[config.mk]
export PLATFORM = sky130hd
export DESIGN_NAME = top_k_sorted_insert_table_top
export DESIGN_NICKNAME = d
export VERILOG_FILES = /design/src/sv/tkst_pkg.sv /design/src/sv/tkst_mem.sv /design/src/sv/tkst_ctrl.sv /design/src/sv/top_k_sorted_insert_table_top.sv
export VERILOG_INCLUDE_DIRS = /design/src /design/src/sv
export SDC_FILE = /design/constraint.sdc
export NUM_CORES = 1
export LEC_CHECK = 0
export BUFFER_PORTS_ARGS = -buffer_cell sky130_fd_sc_hd__buf_2
export CORE_ASPECT_RATIO = 2
export CORE_MARGIN = 2
export CORE_UTILIZATION = 50
export DETAILED_ROUTE_END_ITERATION = 12
export PLACE_DENSITY = 0.67
export REMOVE_ABC_BUFFERS = 1
export SYNTH_ARGS = -nofsm -noshare
export SYNTH_HDL_FRONTEND = slang
export SYNTH_SLANG_ARGS = --single-unit
[constraint.sdc]
create_clock -name clk_i -period 14.47 [get_ports clk_i]
set_input_delay 2.894 -clock clk_i [delete_from_list [all_inputs] [get_ports clk_i]]
set_output_delay 2.894 -clock clk_i [all_outputs]
set_load 0.03 [all_outputs]
[src/sv/top_k_sorted_insert_table_top_defines.svh]
// Assertion macros for the top-k table.
// Each expects clk_i and rst_ni in scope.
`ifndef TOP_K_SORTED_INSERT_TABLE_TOP_DEFINES_SVH
`define TOP_K_SORTED_INSERT_TABLE_TOP_DEFINES_SVH

`ifndef NO_ASSERTIONS
`define TKST_ASSERT(lbl, prop, msg) \
  lbl: assert property (@(posedge clk_i) disable iff (!rst_ni) (prop)) else $error(msg);
`define TKST_ASSERT_NEVER(lbl, cond, msg) \
  lbl: assert property (@(posedge clk_i) disable iff (!rst_ni) !(cond)) else $error(msg);
`else
`define TKST_ASSERT(lbl, prop, msg)
`define TKST_ASSERT_NEVER(lbl, cond, msg)
`endif

`endif

[src/sv/tkst_pkg.sv]
`timescale 1ns / 1ps
`default_nettype none
package tkst_pkg;

  localparam int unsigned EntriesDef = 10;
  localparam int unsigned SlotW      = 4;
  localparam int unsigned ScoreW     = 32;
  localparam int unsigned ByteW      = 8;

  typedef enum logic {
    OP_INSERT = 1'b0,
    OP_READ   = 1'b1
  } op_e;

  typedef struct packed {
    logic [ScoreW-1:0] score;
    logic [ByteW-1:0]  first;
    logic [ByteW-1:0]  second;
    logic [ByteW-1:0]  third;
    logic [ByteW-1:0]  level;
  } rec_t;

  typedef struct packed {
    logic             rd_en;
    logic [SlotW-1:0] rd_addr;
    logic             wr_en;
    logic [SlotW-1:0] wr_addr;
    rec_t             wr_data;
  } mem_req_t;

  function automatic rec_t boot_rec(input logic [SlotW-1:0] slot);
    rec_t r;
    r = '0;
    case (slot)
      4'd0: r = '{score: 32'd500000, first: "Y", second: "A", third: "K", level: 8'd15};
      4'd1: r = '{score: 32'd450000, first: "E", second: "W", third: "E", level: 8'd14};
      4'd2: r = '{score: 32'd400000, first: "C", second: "O", third: "W", level: 8'd13};
      4'd3: r = '{score: 32'd350000, first: "G", second: "N", third: "U", level: 8'd12};
      4'd4: r = '{score: 32'd300000, first: "O", second: "X", third: " ", level: 8'd11};
      4'd5: r = '{score: 32'd250000, first: "E", second: "L", third: "K", level: 8'd10};
      4'd6: r = '{score: 32'd200000, first: "D", second: "O", third: "E", level: 8'd9};
      4'd7: r = '{score: 32'd150000, first: "M", second: "O", third: "O", level: 8'd8};
      4'd8: r = '{score: 32'd100000, first: "B", second: "A", third: "A", level: 8'd7};
      4'd9: r = '{score: 32'd50000,  first: "F", second: "U", third: "R", level: 8'd6};
      default: r = '0;
    endcase
    return r;
  endfunction

endpackage
`default_nettype wire

[src/sv/tkst_mem.sv]
`timescale 1ns / 1ps
`default_nettype none
module tkst_mem #(
  parameter int unsigned ENTRIES = tkst_pkg::EntriesDef
) (
  input  wire logic               clk_i,
  input  wire logic               rst_ni,
  input  wire tkst_pkg::mem_req_t req_i,
  output tkst_pkg::rec_t          rd_data_o
);
  import tkst_pkg::*;

  localparam int unsigned IdxW = $clog2(ENTRIES);

  rec_t             mem_q [ENTRIES];
  logic [ENTRIES-1:0] valid_q;
  rec_t             raw_q;
  logic             rvalid_q;
  logic [IdxW-1:0]  raddr_q;

  logic [IdxW-1:0] waddr;
  logic [IdxW-1:0] raddr;

  assign waddr = req_i.wr_addr[IdxW-1:0];
  assign raddr = req_i.rd_addr[IdxW-1:0];

  always_ff @(posedge clk_i) begin
    if (req_i.wr_en) begin
      mem_q[waddr] <= req_i.wr_data;
    end
    if (req_i.rd_en) begin
      raw_q   <= mem_q[raddr];
      raddr_q <= raddr;
    end
  end

  always_ff @(posedge clk_i or negedge rst_ni) begin
    if (!rst_ni) begin
      valid_q  <= '0;
      rvalid_q <= 1'b0;
    end else begin
      if (req_i.wr_en) begin
        valid_q[waddr] <= 1'b1;
      end
      if (req_i.rd_en) begin
        rvalid_q <= valid_q[raddr];
      end
    end
  end

  // untouched slots still hold the boot table
  assign rd_data_o = rvalid_q ? raw_q : boot_rec(SlotW'(raddr_q));

endmodule
`default_nettype wire

[src/sv/tkst_ctrl.sv]
`timescale 1ns / 1ps
`default_nettype none
`include "top_k_sorted_insert_table_top_defines.svh"
module tkst_ctrl #(
  parameter int unsigned ENTRIES = tkst_pkg::EntriesDef
) (
  input  wire logic                     clk_i,
  input  wire logic                     rst_ni,
  input  wire logic                     in_valid_i,
  output logic                          in_ready_o,
  input  wire logic                     op_i,
  input  wire tkst_pkg::rec_t           rec_i,
  input  wire logic [tkst_pkg::SlotW-1:0] index_i,
  output logic                          out_valid_o,
  input  wire logic                     out_ready_i,
  output logic                          out_qual_o,
  output logic [tkst_pkg::SlotW-1:0]    out_rank_o,
  output tkst_pkg::rec_t                out_rec_o,
  output tkst_pkg::mem_req_t            mem_req_o,
  input  wire tkst_pkg::rec_t           rd_data_i
);
  import tkst_pkg::*;

  localparam logic [SlotW-1:0] LastSlot = SlotW'(ENTRIES - 1);
  localparam logic [SlotW:0]   EntCnt   = (SlotW+1)'(ENTRIES);

  typedef enum logic [2:0] {
    S_IDLE,
    S_READ,
    S_CHECK,
    S_SHIFT,
    S_PLACE,
    S_OUT
  } state_e;

  state_e           state_q;
  logic             op_q;
  rec_t             new_q;
  logic             range_q;
  logic [SlotW-1:0] ptr_q;
  logic             res_qual_q;
  logic [SlotW-1:0] res_rank_q;
  rec_t             res_rec_q;
  logic             out_valid_q;
  logic             out_qual_q;
  logic [SlotW-1:0] out_rank_q;
  rec_t             out_rec_q;

  logic accept;
  logic in_range;
  logic rd_less;
  logic out_free;

  assign in_ready_o = (state_q == S_IDLE);
  assign accept     = in_valid_i && in_ready_o;
  assign in_range   = {1'b0, index_i} < EntCnt;
  assign rd_less    = rd_data_i.score < new_q.score;
  assign out_free   = !out_valid_q || out_ready_i;

  always_comb begin
    mem_req_o = '0;
    case (state_q)
      S_IDLE: begin
        if (accept) begin
          if (op_i == OP_READ) begin
            mem_req_o.rd_en   = in_range;
            mem_req_o.rd_addr = index_i;
          end else begin
            mem_req_o.rd_en   = 1'b1;
            mem_req_o.rd_addr = LastSlot;
          end
        end
      end
      S_CHECK: begin
        if (rd_less) begin
          mem_req_o.rd_en   = 1'b1;
          mem_req_o.rd_addr = ptr_q - SlotW'(1);
        end
      end
      S_SHIFT: begin
        mem_req_o.wr_en   = 1'b1;
        mem_req_o.wr_addr = ptr_q;
        if (rd_less) begin
          mem_req_o.wr_data = rd_data_i;
          if (ptr_q != SlotW'(1)) begin
            mem_req_o.rd_en   = 1'b1;
            mem_req_o.rd_addr = ptr_q - SlotW'(2);
          end
        end else begin
          mem_req_o.wr_data = new_q;
        end
      end
      S_PLACE: begin
        mem_req_o.wr_en   = 1'b1;
        mem_req_o.wr_addr = ptr_q;
        mem_req_o.wr_data = new_q;
      end
      default: begin
        mem_req_o = '0;
      end
    endcase
  end

  always_ff @(posedge clk_i or negedge rst_ni) begin
    if (!rst_ni) begin
      state_q     <= S_IDLE;
      op_q        <= 1'b0;
      new_q       <= '0;
      range_q     <= 1'b0;
      ptr_q       <= '0;
      res_qual_q  <= 1'b0;
      res_rank_q  <= '0;
      res_rec_q   <= '0;
      out_valid_q <= 1'b0;
      out_qual_q  <= 1'b0;
      out_rank_q  <= '0;
      out_rec_q   <= '0;
    end else begin
      if (out_valid_q && out_ready_i && (state_q != S_OUT)) begin
        out_valid_q <= 1'b0;
      end
      case (state_q)
        S_IDLE: begin
          if (accept) begin
            op_q    <= op_i;
            new_q   <= rec_i;
            range_q <= in_range;
            ptr_q   <= LastSlot;
            state_q <= (op_i == OP_READ) ? S_READ : S_CHECK;
          end
        end
        S_READ: begin
          res_qual_q <= 1'b0;
          res_rank_q <= '0;
          res_rec_q  <= range_q ? rd_data_i : '0;
          state_q    <= S_OUT;
        end
        S_CHECK: begin
          if (rd_less) begin
            state_q <= S_SHIFT;
          end else begin
            res_qual_q <= 1'b0;
            res_rank_q <= '0;
            res_rec_q  <= '0;
            state_q    <= S_OUT;
          end
        end
        S_SHIFT: begin
          if (rd_less) begin
            ptr_q <= ptr_q - SlotW'(1);
            if (ptr_q == SlotW'(1)) begin
              state_q <= S_PLACE;
            end
          end else begin
            res_qual_q <= 1'b1;
            res_rank_q <= ptr_q;
            res_rec_q  <= '0;
            state_q    <= S_OUT;
          end
        end
        S_PLACE: begin
          res_qual_q <= 1'b1;
          res_rank_q <= ptr_q;
          res_rec_q  <= '0;
          state_q    <= S_OUT;
        end
        S_OUT: begin
          if (out_free) begin
            out_valid_q <= 1'b1;
            out_qual_q  <= res_qual_q;
            out_rank_q  <= res_rank_q;
            out_rec_q   <= res_rec_q;
            state_q     <= S_IDLE;
          end
        end
        default: begin
          state_q <= S_IDLE;
        end
      endcase
    end
  end

  assign out_valid_o = out_valid_q;
  assign out_qual_o  = out_qual_q;
  assign out_rank_o  = out_rank_q;
  assign out_rec_o   = out_rec_q;

  `TKST_ASSERT_NEVER(a_rw_same_slot, mem_req_o.wr_en && mem_req_o.rd_en && (mem_req_o.wr_addr == mem_req_o.rd_addr), "read and write hit the same slot")
  `TKST_ASSERT(a_shift_ptr, (state_q == S_SHIFT) |-> (ptr_q != '0) && (ptr_q <= LastSlot), "shift pointer out of range")
  `TKST_ASSERT(a_rank_range, (out_valid_q && out_qual_q) |-> ({1'b0, out_rank_q} < EntCnt), "rank beyond table")
  `TKST_ASSERT(a_read_unqual, (state_q == S_READ) |=> !res_qual_q && (res_rank_q == '0), "read result carries a rank")
  `TKST_ASSERT(a_insert_quiet, (state_q == S_OUT && !op_q) |-> (res_rec_q == '0), "insert result carries entry data")

endmodule
`default_nettype wire

[src/sv/top_k_sorted_insert_table_top.sv]
// Top-k table: ENTRIES records kept in descending score order.
// Input channel (in_valid_i / in_ready_o) takes one request: operation 0
// inserts the record (score, three initials, level), operation 1 reads
// the slot at index_i. Output channel (out_valid_o / out_ready_i) returns
// one result per request: qualified and rank for an insert, the entry
// fields for a read (zeros for an index at or beyond ENTRIES).
// A read passes through states S_READ and S_OUT; an insert through
// S_CHECK, then, if it qualifies, S_SHIFT once per slot it walks (and
// S_PLACE for slot 0), then S_OUT. A request occupies the block throughout;
// the next is taken the cycle after the result is loaded into the
// output register. The table memory, with one read and one write port, is
// walked one slot per cycle from the bottom up, moving each lower record
// down one slot.
// Reset loads the boot table at once through per-slot valid bits; no
// clearing pass is needed. A stalled receiver holds the result in the
// output register; a new request is still taken meanwhile and its
// result waits in the block until the register frees.
`timescale 1ns / 1ps
`default_nettype none
module top_k_sorted_insert_table_top #(
  parameter int unsigned ENTRIES = tkst_pkg::EntriesDef
) (
  input  wire logic        clk_i,
  input  wire logic        rst_ni,
  input  wire logic        in_valid_i,
  output logic             in_ready_o,
  input  wire logic        operation_i,
  input  wire logic [31:0] score_i,
  input  wire logic [7:0]  first_initial_i,
  input  wire logic [7:0]  second_initial_i,
  input  wire logic [7:0]  third_initial_i,
  input  wire logic [7:0]  level_i,
  input  wire logic [3:0]  index_i,
  output logic             out_valid_o,
  input  wire logic        out_ready_i,
  output logic             qualified_o,
  output logic [3:0]       rank_o,
  output logic [31:0]      entry_score_o,
  output logic [7:0]       entry_first_initial_o,
  output logic [7:0]       entry_second_initial_o,
  output logic [7:0]       entry_third_initial_o,
  output logic [7:0]       entry_level_o
);
  import tkst_pkg::*;

  rec_t     in_rec;
  rec_t     out_rec;
  rec_t     rd_data;
  mem_req_t mem_req;

  assign in_rec = '{score: score_i, first: first_initial_i, second: second_initial_i,
                    third: third_initial_i, level: level_i};

  tkst_ctrl #(
    .ENTRIES(ENTRIES)
  ) u_ctrl (
    .clk_i      (clk_i),
    .rst_ni     (rst_ni),
    .in_valid_i (in_valid_i),
    .in_ready_o (in_ready_o),
    .op_i       (operation_i),
    .rec_i      (in_rec),
    .index_i    (index_i),
    .out_valid_o(out_valid_o),
    .out_ready_i(out_ready_i),
    .out_qual_o (qualified_o),
    .out_rank_o (rank_o),
    .out_rec_o  (out_rec),
    .mem_req_o  (mem_req),
    .rd_data_i  (rd_data)
  );

  tkst_mem #(
    .ENTRIES(ENTRIES)
  ) u_mem (
    .clk_i    (clk_i),
    .rst_ni   (rst_ni),
    .req_i    (mem_req),
    .rd_data_o(rd_data)
  );

  assign entry_score_o          = out_rec.score;
  assign entry_first_initial_o  = out_rec.first;
  assign entry_second_initial_o = out_rec.second;
  assign entry_third_initial_o  = out_rec.third;
  assign entry_level_o          = out_rec.level;

endmodule
`default_nettype wire

==> results.py, run 1 <==
metrics = {
    "pwr": {
        "ir_drop_uv": 150,
        "leakagePower_nw": 16.4,
        "power.density_nw_per_um2": 205,
    },
    "worst_setup_path": {
        "cp_slowest_cell": "dfrtp_4",
        "worstPathArrival_ns": 7.51,
        "worstSetupPathType": "flip-flop to flip-flop",
        "cp_max_fo": 41,
        "path_buf_inv": 5,
        "end_kind": "flip-flop",
        "required_ns": 14.95,
        "crit_top_cell": "buf_4",
        "cp_cell_sequence": "buf_4, and2_1, ha_1, nand4_1, nor4_2, a221oi_2, nand2_1, o31a_2, buf_4, inv_2, buf_4, mux2i_1, inv_2, o21ai_0",
        "cp_top_family": "simple AND/OR/NAND/NOR gates",
        "start_kind": "flip-flop",
        "cpPeakStageDelay_ns": 0.88,
    },
    "cts": {
        "cts_made_buffers": 82,
        "clock_path_buffers": 3,
        "clk_pin_slew_ns": 0.06,
        "tritoncts": "yes",
        "htreeDepth": 3,
        "hold_buffers": 0,
        "clock_sinks": 962,
        "clock_latency_ns": 0.66,
        "postCtsSetupBuffers": 0,
        "cts.repair.resized": 0,
        "clock-root-buffer": "clkbuf_16",
    },
    "timing": {
        "hold_viol_final": 0,
        "fin_ws_ns": 7.43,
        "final.setup.tns_ns": 0,
        "slew_viol_final": 0,
        "setup_viol": 0,
        "rsz0062_at_grt": "false",
        "worst_pin_slew_ns": 1.29,
        "min_period_ns": 7.04,
        "clock-skew-final_ns": 0.0235,
        "clock.fmax_ghz": 0.142,
        "relSlewSlack_pct": 13.8,
        "fin_crit_sh_pct": 48.6,
    },
    "die": {
        "die_area_um2": 80800,
        "rows": 145,
        "start_util_pct": 50.4,
        "dieWidth_um": 202,
        "pin_count": 144,
        "die_h_um": 400,
        "core_area_um2": 77800,
    },
    "grt": {
        "grt_pass1_vias": 25700,
        "grt_max_degree": 198,
        "grt_pass1_wl_um": 158000,
        "grt-ovfl-total": 0,
        "gr-usage-all-layers_pct": 26.2,
        "antenna_found_initial": 0,
    },
    "final_layout": {
        "area.growth.synth_to_final_pct": 11.5,
        "layout.nets": 3134,
        "drive_gt1_share_pct": 17.3,
        "n_fill_cell": 6201,
        "antennaDiodeCount": 0,
    },
    "logic_synthesis": {
        "synth_top_area_share_pct": 54.2,
        "synth_common_cells": "edfxtp_1, nand2_1, dfrtp_1",
        "avgSynthCellArea_um2": 13.3,
        "synth.distinct_cells": 71,
        "yosysWarnings": 0,
        "synth_top_flop_cell": "edfxtp_1",
        "synth-seq-cells": 962,
        "syn_area_um2": 39200,
        "synthArstFlopShare_pct": 23.1,
        "synthTopCellsByArea": "edfxtp_1, dfrtp_1, nand2_1, a221oi_1, and2_1",
        "seq_area_frac_synth_pct": 70.0,
        "yosys.area.top_type": "edfxtp_1",
        "yosysMostFrequentCell": "edfxtp_1",
        "synth-edff-count": 708,
        "synthCells": 2951,
    },
    "routing": {
        "routedWlPerCell_um": 25.8,
        "firstDrtPassIters": 5,
        "drc": 0,
        "drtIter0Drc": 2407,
        "wl_um": 106000,
        "routed-via-count": 25200,
        "antenna_left": 0,
        "viasPerCell": 6.12,
    },
    "status": {
        "status": "complete, no violations",
    },
    "placed_design": {
        "gp_congestion": 0.893,
        "post-place-ws_ns": 7.32,
        "port_buffers": 143,
        "hpwl_um": 59300,
    },
    "hold_path": {
        "hold_class": "flip-flop to flip-flop",
    },
    "run": {
        "cap_violations": 0,
    },
}
## cell type report
class / instances / area, µm² / share of cell area (%)
Multi-Input combinational cell: 1723 / 10700 / 24.5
Clock buffer: 112 / 2450 / 5.60
Clock inverter: 42 / 463 / 1.06
Sequential cell: 962 / 27500 / 62.8
Timing Repair Buffer: 192 / 1110 / 2.53
Tap cell: 1029 / 1290 / 2.95
Inverter: 57 / 224 / 0.513
## cells in the final DEF (no fill, tap or decap), drive strengths merged, types with 3 or more instances in the layout
cell and instances:
o31ai 34, dfxtp 32, xnor2 3, ha 43, a221oi 133, a32oi 19
mux2 83, o22ai 7, or2 11, nand2b 4, nor3 5, a21oi 139
o21a 6, nand3 24, and2 149, a32o 9, bufinv 8, nand4 3
clkinv 24, a22o 27, a22oi 46, and3 4, a21o 6, o21ai 184
mux2i 25, a211oi 6, dfrtp 222, nor2b 7, inv 65, nor2 28
clkbuf 112, buf 192, o221a 65, nand2 630, edfxtp 708
## flip-flops by register name (all words and copies together), names as in the netlist, named ones only
signal / flops
u_ctrl.out_rank_o: 4
u_mem.rvalid_q: 1
u_ctrl.res_rec_q: 64
u_ctrl.ptr_q: 4
u_ctrl.out_qual_o: 1
u_mem.valid_q: 10
u_mem.mem_q: 640
u_ctrl.range_q: 1
u_ctrl.out_rec_o: 64
u_mem.raw_q: 64
u_ctrl.out_valid_o: 1
u_ctrl.res_rank_q: 4
u_ctrl.res_qual_q: 1
u_mem.raddr_q: 4
u_ctrl.new_q: 64
u_ctrl.state_q: 3
## final timing paths
| kind | end | cells past startpoint | start | slack (ns) |
|---|---|---|---|---|
| max reg2reg | flip-flop | 14 | u_mem.rvalid_q | 7.43 |
| max | flip-flop | 14 | u_mem.rvalid_q | 7.43 |
| min in group asynchronous | u_ctrl.new_q[30] | 1 | rst_ni | 2.29 |
| min reg2reg | u_mem.valid_q[6] | 1 | u_mem.valid_q[6] | 0.47 |
| min | u_mem.valid_q[6] | 1 | u_mem.valid_q[6] | 0.47 |
| max in group asynchronous | u_ctrl.out_rec_o[51] | 2 | rst_ni | 10.64 |
## metrics by stage
step / util, % / cells / cell area [µm²] / hold slack (ns) / power [mW]
6_report: 56.1 / 4117 / 43700 / 0.469 / 8.94
5_1_grt: 56.1 / 4117 / 43700 / 0.483 / 9.34
4_1_cts: 56.1 / 4117 / 43700 / 0.470 / 8.99
3_5_place_dp: 52.4 / 3963 / 40800 / 0.455 / 6.63
3_3_place_gp: 52.4 / 3963 / 40800 / 0.449 / 6.54
2_1_floorplan: - / 2742 / 38200 / 0.430 / 5.59
## cell families after synthesis
kind of cell,Yosys count,synth area share [%]
flip-flops,962,70.0
AND/OR/NAND/NOR,874,9.76
AO/OA/AOI/OAI,695,12.7
buffers and inverters,266,3.01
multiplexers,108,3.04
adder cells (fa/ha/maj),43,1.37
XOR/XNOR,3,0.0670
## metal layers
metal  GRT usage [%]  wire length, µm  share of wire [%]  vias to the layer above
li1                -                -                  -                    11100
met1            32.2            40400                 38                    12700
met2            45.0            53000                 50                     1153
met5               0                0                  0                        -
met3            4.37             7680                7.2                      260
met4            12.8             5050                4.8                        0
## worst reg2reg max path, cell delays in order (launching register included)
cell and delay (ns):
dfrtp_4 0.88, buf_4 0.70, and2_1 0.47, ha_1 0.20, nand4_1 0.43, nor4_2 0.84, a221oi_2 0.25, nand2_1 0.33
o31a_2 0.19, buf_4 0.32, inv_2 0.33, buf_4 0.38, mux2i_1 0.66, inv_2 0.26, o21ai_0 0.64
## report_power, final
part,switching (mW),internal [mW],total (mW)
clock,1.02,1.34,2.36
combinational,1.86,0.787,2.65
sequential,0.255,3.68,3.93
total,3.13,5.81,8.94
(Power assumes the default switching activity.)
==> inputs of run 2 (changes only) <==
--- a/config.mk
+++ b/config.mk
@@ -6,12 +6,13 @@
 export SDC_FILE = /design/constraint.sdc
 export NUM_CORES = 1
 export LEC_CHECK = 0
+export ABC_AREA = 1
 export BUFFER_PORTS_ARGS = -buffer_cell sky130_fd_sc_hd__buf_2
 export CORE_ASPECT_RATIO = 2
 export CORE_MARGIN = 2
 export CORE_UTILIZATION = 50
 export DETAILED_ROUTE_END_ITERATION = 12
-export PLACE_DENSITY = 0.67
+export PLACE_DENSITY = 0.69
 export REMOVE_ABC_BUFFERS = 1
 export SYNTH_ARGS = -nofsm -noshare
 export SYNTH_HDL_FRONTEND = slang
==> constraint.sdc (replaced) <==
create_clock -name clk_i -period 5.7 [get_ports clk_i]
set_input_delay 1.14 -clock clk_i [delete_from_list [all_inputs] [get_ports clk_i]]
set_output_delay 1.14 -clock clk_i [all_outputs]
set_load 0.03 [all_outputs]
==> run 2 against run 1 <==
  * Sequential power rose to 2.7 times the previous value
  * Sequential share of layout area down 1.9 points
  * Clock skew up 0.0031 ns
  * Combinational power rose to 3.9 times the previous value
  * Wire length down 0.58%
  * Largest cell class unchanged
  * Largest power group unchanged
==> results.py, run 2 <==
metrics = {
    "final_layout": {
        "drive_gt1_share_pct": 11.1,
        "final_cell_mix": "nand2_1, edfxtp_1, inv_1",
        "antennaDiodeCount": 0,
        "n_fill_cell": 6693,
        "final_util_pct": 56.3,
        "layout.nets": 3968,
        "area.growth.synth_to_final_pct": 11.8,
        "top_register": "u_mem.mem_q",
        "final_common_cell": "nand2_1",
        "largest_reg_flops": 640,
    },
    "cts": {
        "clock_latency_ns": 0.68,
        "clk_pin_slew_ns": 0.07,
        "postCtsSetupBuffers": 0,
        "tritoncts": "yes",
        "clock_path_buffers": 3,
        "cts.repair.resized": 0,
        "cts_made_buffers": 83,
        "hold_buffers": 0,
        "htreeDepth": 3,
        "clock_sinks": 962,
        "clock-root-buffer": "clkbuf_16",
    },
    "die": {
        "pin_count": 144,
        "rows": 147,
        "core_area_um2": 80000,
        "die_area_um2": 83000,
        "start_util_pct": 50.3,
        "dieWidth_um": 205,
        "die_h_um": 405,
    },
    "worst_setup_path": {
        "r2r_cells": 21,
        "r2r_slack_ns": 1.08,
        "worstPathArrival_ns": 5.20,
        "start_kind": "flip-flop",
        "required_ns": 6.28,
        "cp_max_fo": 16,
        "worstSetupPathType": "flip-flop to flip-flop",
        "rr_startpoint": "u_mem.rvalid_q",
        "end_kind": "flip-flop",
        "cp-startpoint": "u_mem.rvalid_q",
    },
    "logic_synthesis": {
        "syn_area_um2": 40300,
        "synth-edff-count": 708,
        "yosysWarnings": 0,
        "synthCells": 3770,
        "synth-seq-cells": 962,
        "synth_top_family_by_area": "simple AND/OR/NAND/NOR gates",
        "synth_common_cells": "nand2_1, edfxtp_1, inv_1",
        "synth.distinct_cells": 41,
        "synthXorXnorAreaFrac_pct": 0.0435,
        "synth_top_flop_cell": "edfxtp_1",
        "synth_mux_area_share_pct": 1.43,
        "synthAdderAreaFrac_pct": 1.34,
        "avgSynthCellArea_um2": 10.7,
        "synth_simple_gate_area_share_pct": 16.9,
        "synthArstFlopShare_pct": 23.1,
        "seq_area_frac_synth_pct": 68.2,
        "synth_compound_area_share_pct": 6.13,
        "synthTopCellsByArea": "edfxtp_1, dfrtp_1, nand2_1, inv_1, o21ai_0",
        "synth_top_area_share_pct": 52.8,
        "yosysMostFrequentCell": "nand2_1",
        "yosys.area.top_type": "edfxtp_1",
    },
    "grt": {
        "grt-ovfl-total": 0,
        "grt_pass1_wl_um": 160000,
        "grt_max_degree": 130,
        "grt_pass1_vias": 27400,
        "gr-usage-all-layers_pct": 25.8,
        "antenna_found_initial": 0,
    },
    "timing": {
        "worst_pin_slew_ns": 1.17,
        "setup_viol": 0,
        "rsz0062_at_grt": "false",
        "clock.fmax_ghz": 0.216,
        "hold_viol_final": 0,
        "slew_viol_final": 0,
        "relSlewSlack_pct": 22.1,
        "fin_crit_sh_pct": 81.1,
        "clock-skew-final_ns": 0.0266,
        "min_period_ns": 4.62,
        "hold_ws_ns": 0.427,
        "final.setup.tns_ns": 0,
    },
    "routing": {
        "firstDrtPassIters": 6,
        "routedWlPerCell_um": 21.2,
        "routed-via-count": 27300,
        "viasPerCell": 5.50,
        "wl_um": 106000,
        "drc": 0,
        "drtIter0Drc": 2312,
        "antenna_left": 0,
    },
    "pwr": {
        "power.total_mw": 26.8,
        "leakagePower_nw": 19.1,
        "power.density_nw_per_um2": 596,
        "ir_drop_uv": 583,
    },
    "placed_design": {
        "gp_congestion": 0.861,
        "port_buffers": 143,
        "hpwl_um": 58300,
    },
    "hold_path": {
        "hold_class": "primary input to asynchronous set/reset pin",
    },
    "status": {
        "status": "complete, no violations",
    },
    "run": {
        "cap_violations": 0,
    },
}
## run 2: cell count changes after synthesis, moves of 94 or more
cell	change
nand3_1	+179
nor2_1	+270
o21ai_0	+94
a221oi_1	-130
nand2_1	+420
inv_1	+328
and2_1	-149
## run 2: how the worst min path moves through the flow
stage                     startpoint  cells after the start  slack [ns]                    to
floorplan           u_mem.valid_q[1]                      2        0.43      u_mem.valid_q[1]
global placement    u_mem.valid_q[5]                      2        0.44      u_mem.valid_q[5]
detailed placement  u_mem.valid_q[6]                      2        0.45      u_mem.valid_q[6]
CTS                 u_mem.valid_q[6]                      2        0.46      u_mem.valid_q[6]
global route        u_mem.valid_q[6]                      2        0.48      u_mem.valid_q[6]
finish                        rst_ni                      1        0.43  u_ctrl.out_rec_o[60]
## run 2: final cells by class
type,count,area (µm²),area share (%)
multi-input cells,2213,10600,23.4
inverters,387,1460,3.25
flip-flops and latches,962,27500,61.0
well taps,1043,1310,2.90
repair buffers,205,1340,2.98
clock inverters,40,435,0.967
clock buffers,116,2470,5.50
## run 2: critical path, cell delays in order, from the launching register on
cell     delay, ns
dfrtp_2       0.38
inv_1         0.25
or2_2         0.36
o21ai_0       0.15
inv_1         0.14
ha_1          0.31
a21oi_1       0.20
o21ai_1       0.09
nand2_1       0.07
a21oi_1       0.07
nor2_2        0.29
nand3_2       0.23
nor2_1        0.23
nor2_4        0.08
buf_4         0.23
nand2_1       0.10
o21a_1        0.35
inv_1         0.20
ha_1          0.39
inv_1         0.09
nand2_1       0.07
a21oi_1       0.23
## run 2: power breakdown
part           leakage [nW]  switching (mW)  total [mW]  internal, mW
Combinational          7.99            7.62        10.3          2.72
Clock                  1.42            2.60        5.99          3.39
Sequential             9.72           0.519        10.5          10.0
Total                  19.1            10.7        26.8          16.1
## run 2: through the flow
stage               setup slack, ns  std cells  instance area [µm²]
finish                         1.08       4966                45000
global route                  0.742       4966                45000
CTS                            1.08       4966                45000
detailed placement             1.12       4810                42100
global placement               1.22       4810                42100
floorplan                     -6.20       3562                39300
## run 2: metal layers
metal / global-route usage (%) / vias up / routed length, µm
met2: 44.9 / 1004 / 53400
met5: 0 / - / 0
met1: 32.0 / 13300 / 41200
met3: 3.60 / 200 / 6940
li1: - / 12800 / -
met4: 10.9 / 0 / 3990
## run 2: cell families after synthesis
| group | count (synthesis) |
|---|---|
| multiplexers | 53 |
| buffers and inverters | 595 |
| XOR/XNOR | 2 |
| adder cells (fa/ha/maj) | 43 |
| AO/OA/AOI/OAI | 454 |
| AND/OR/NAND/NOR | 1661 |
| flip-flops | 962 |
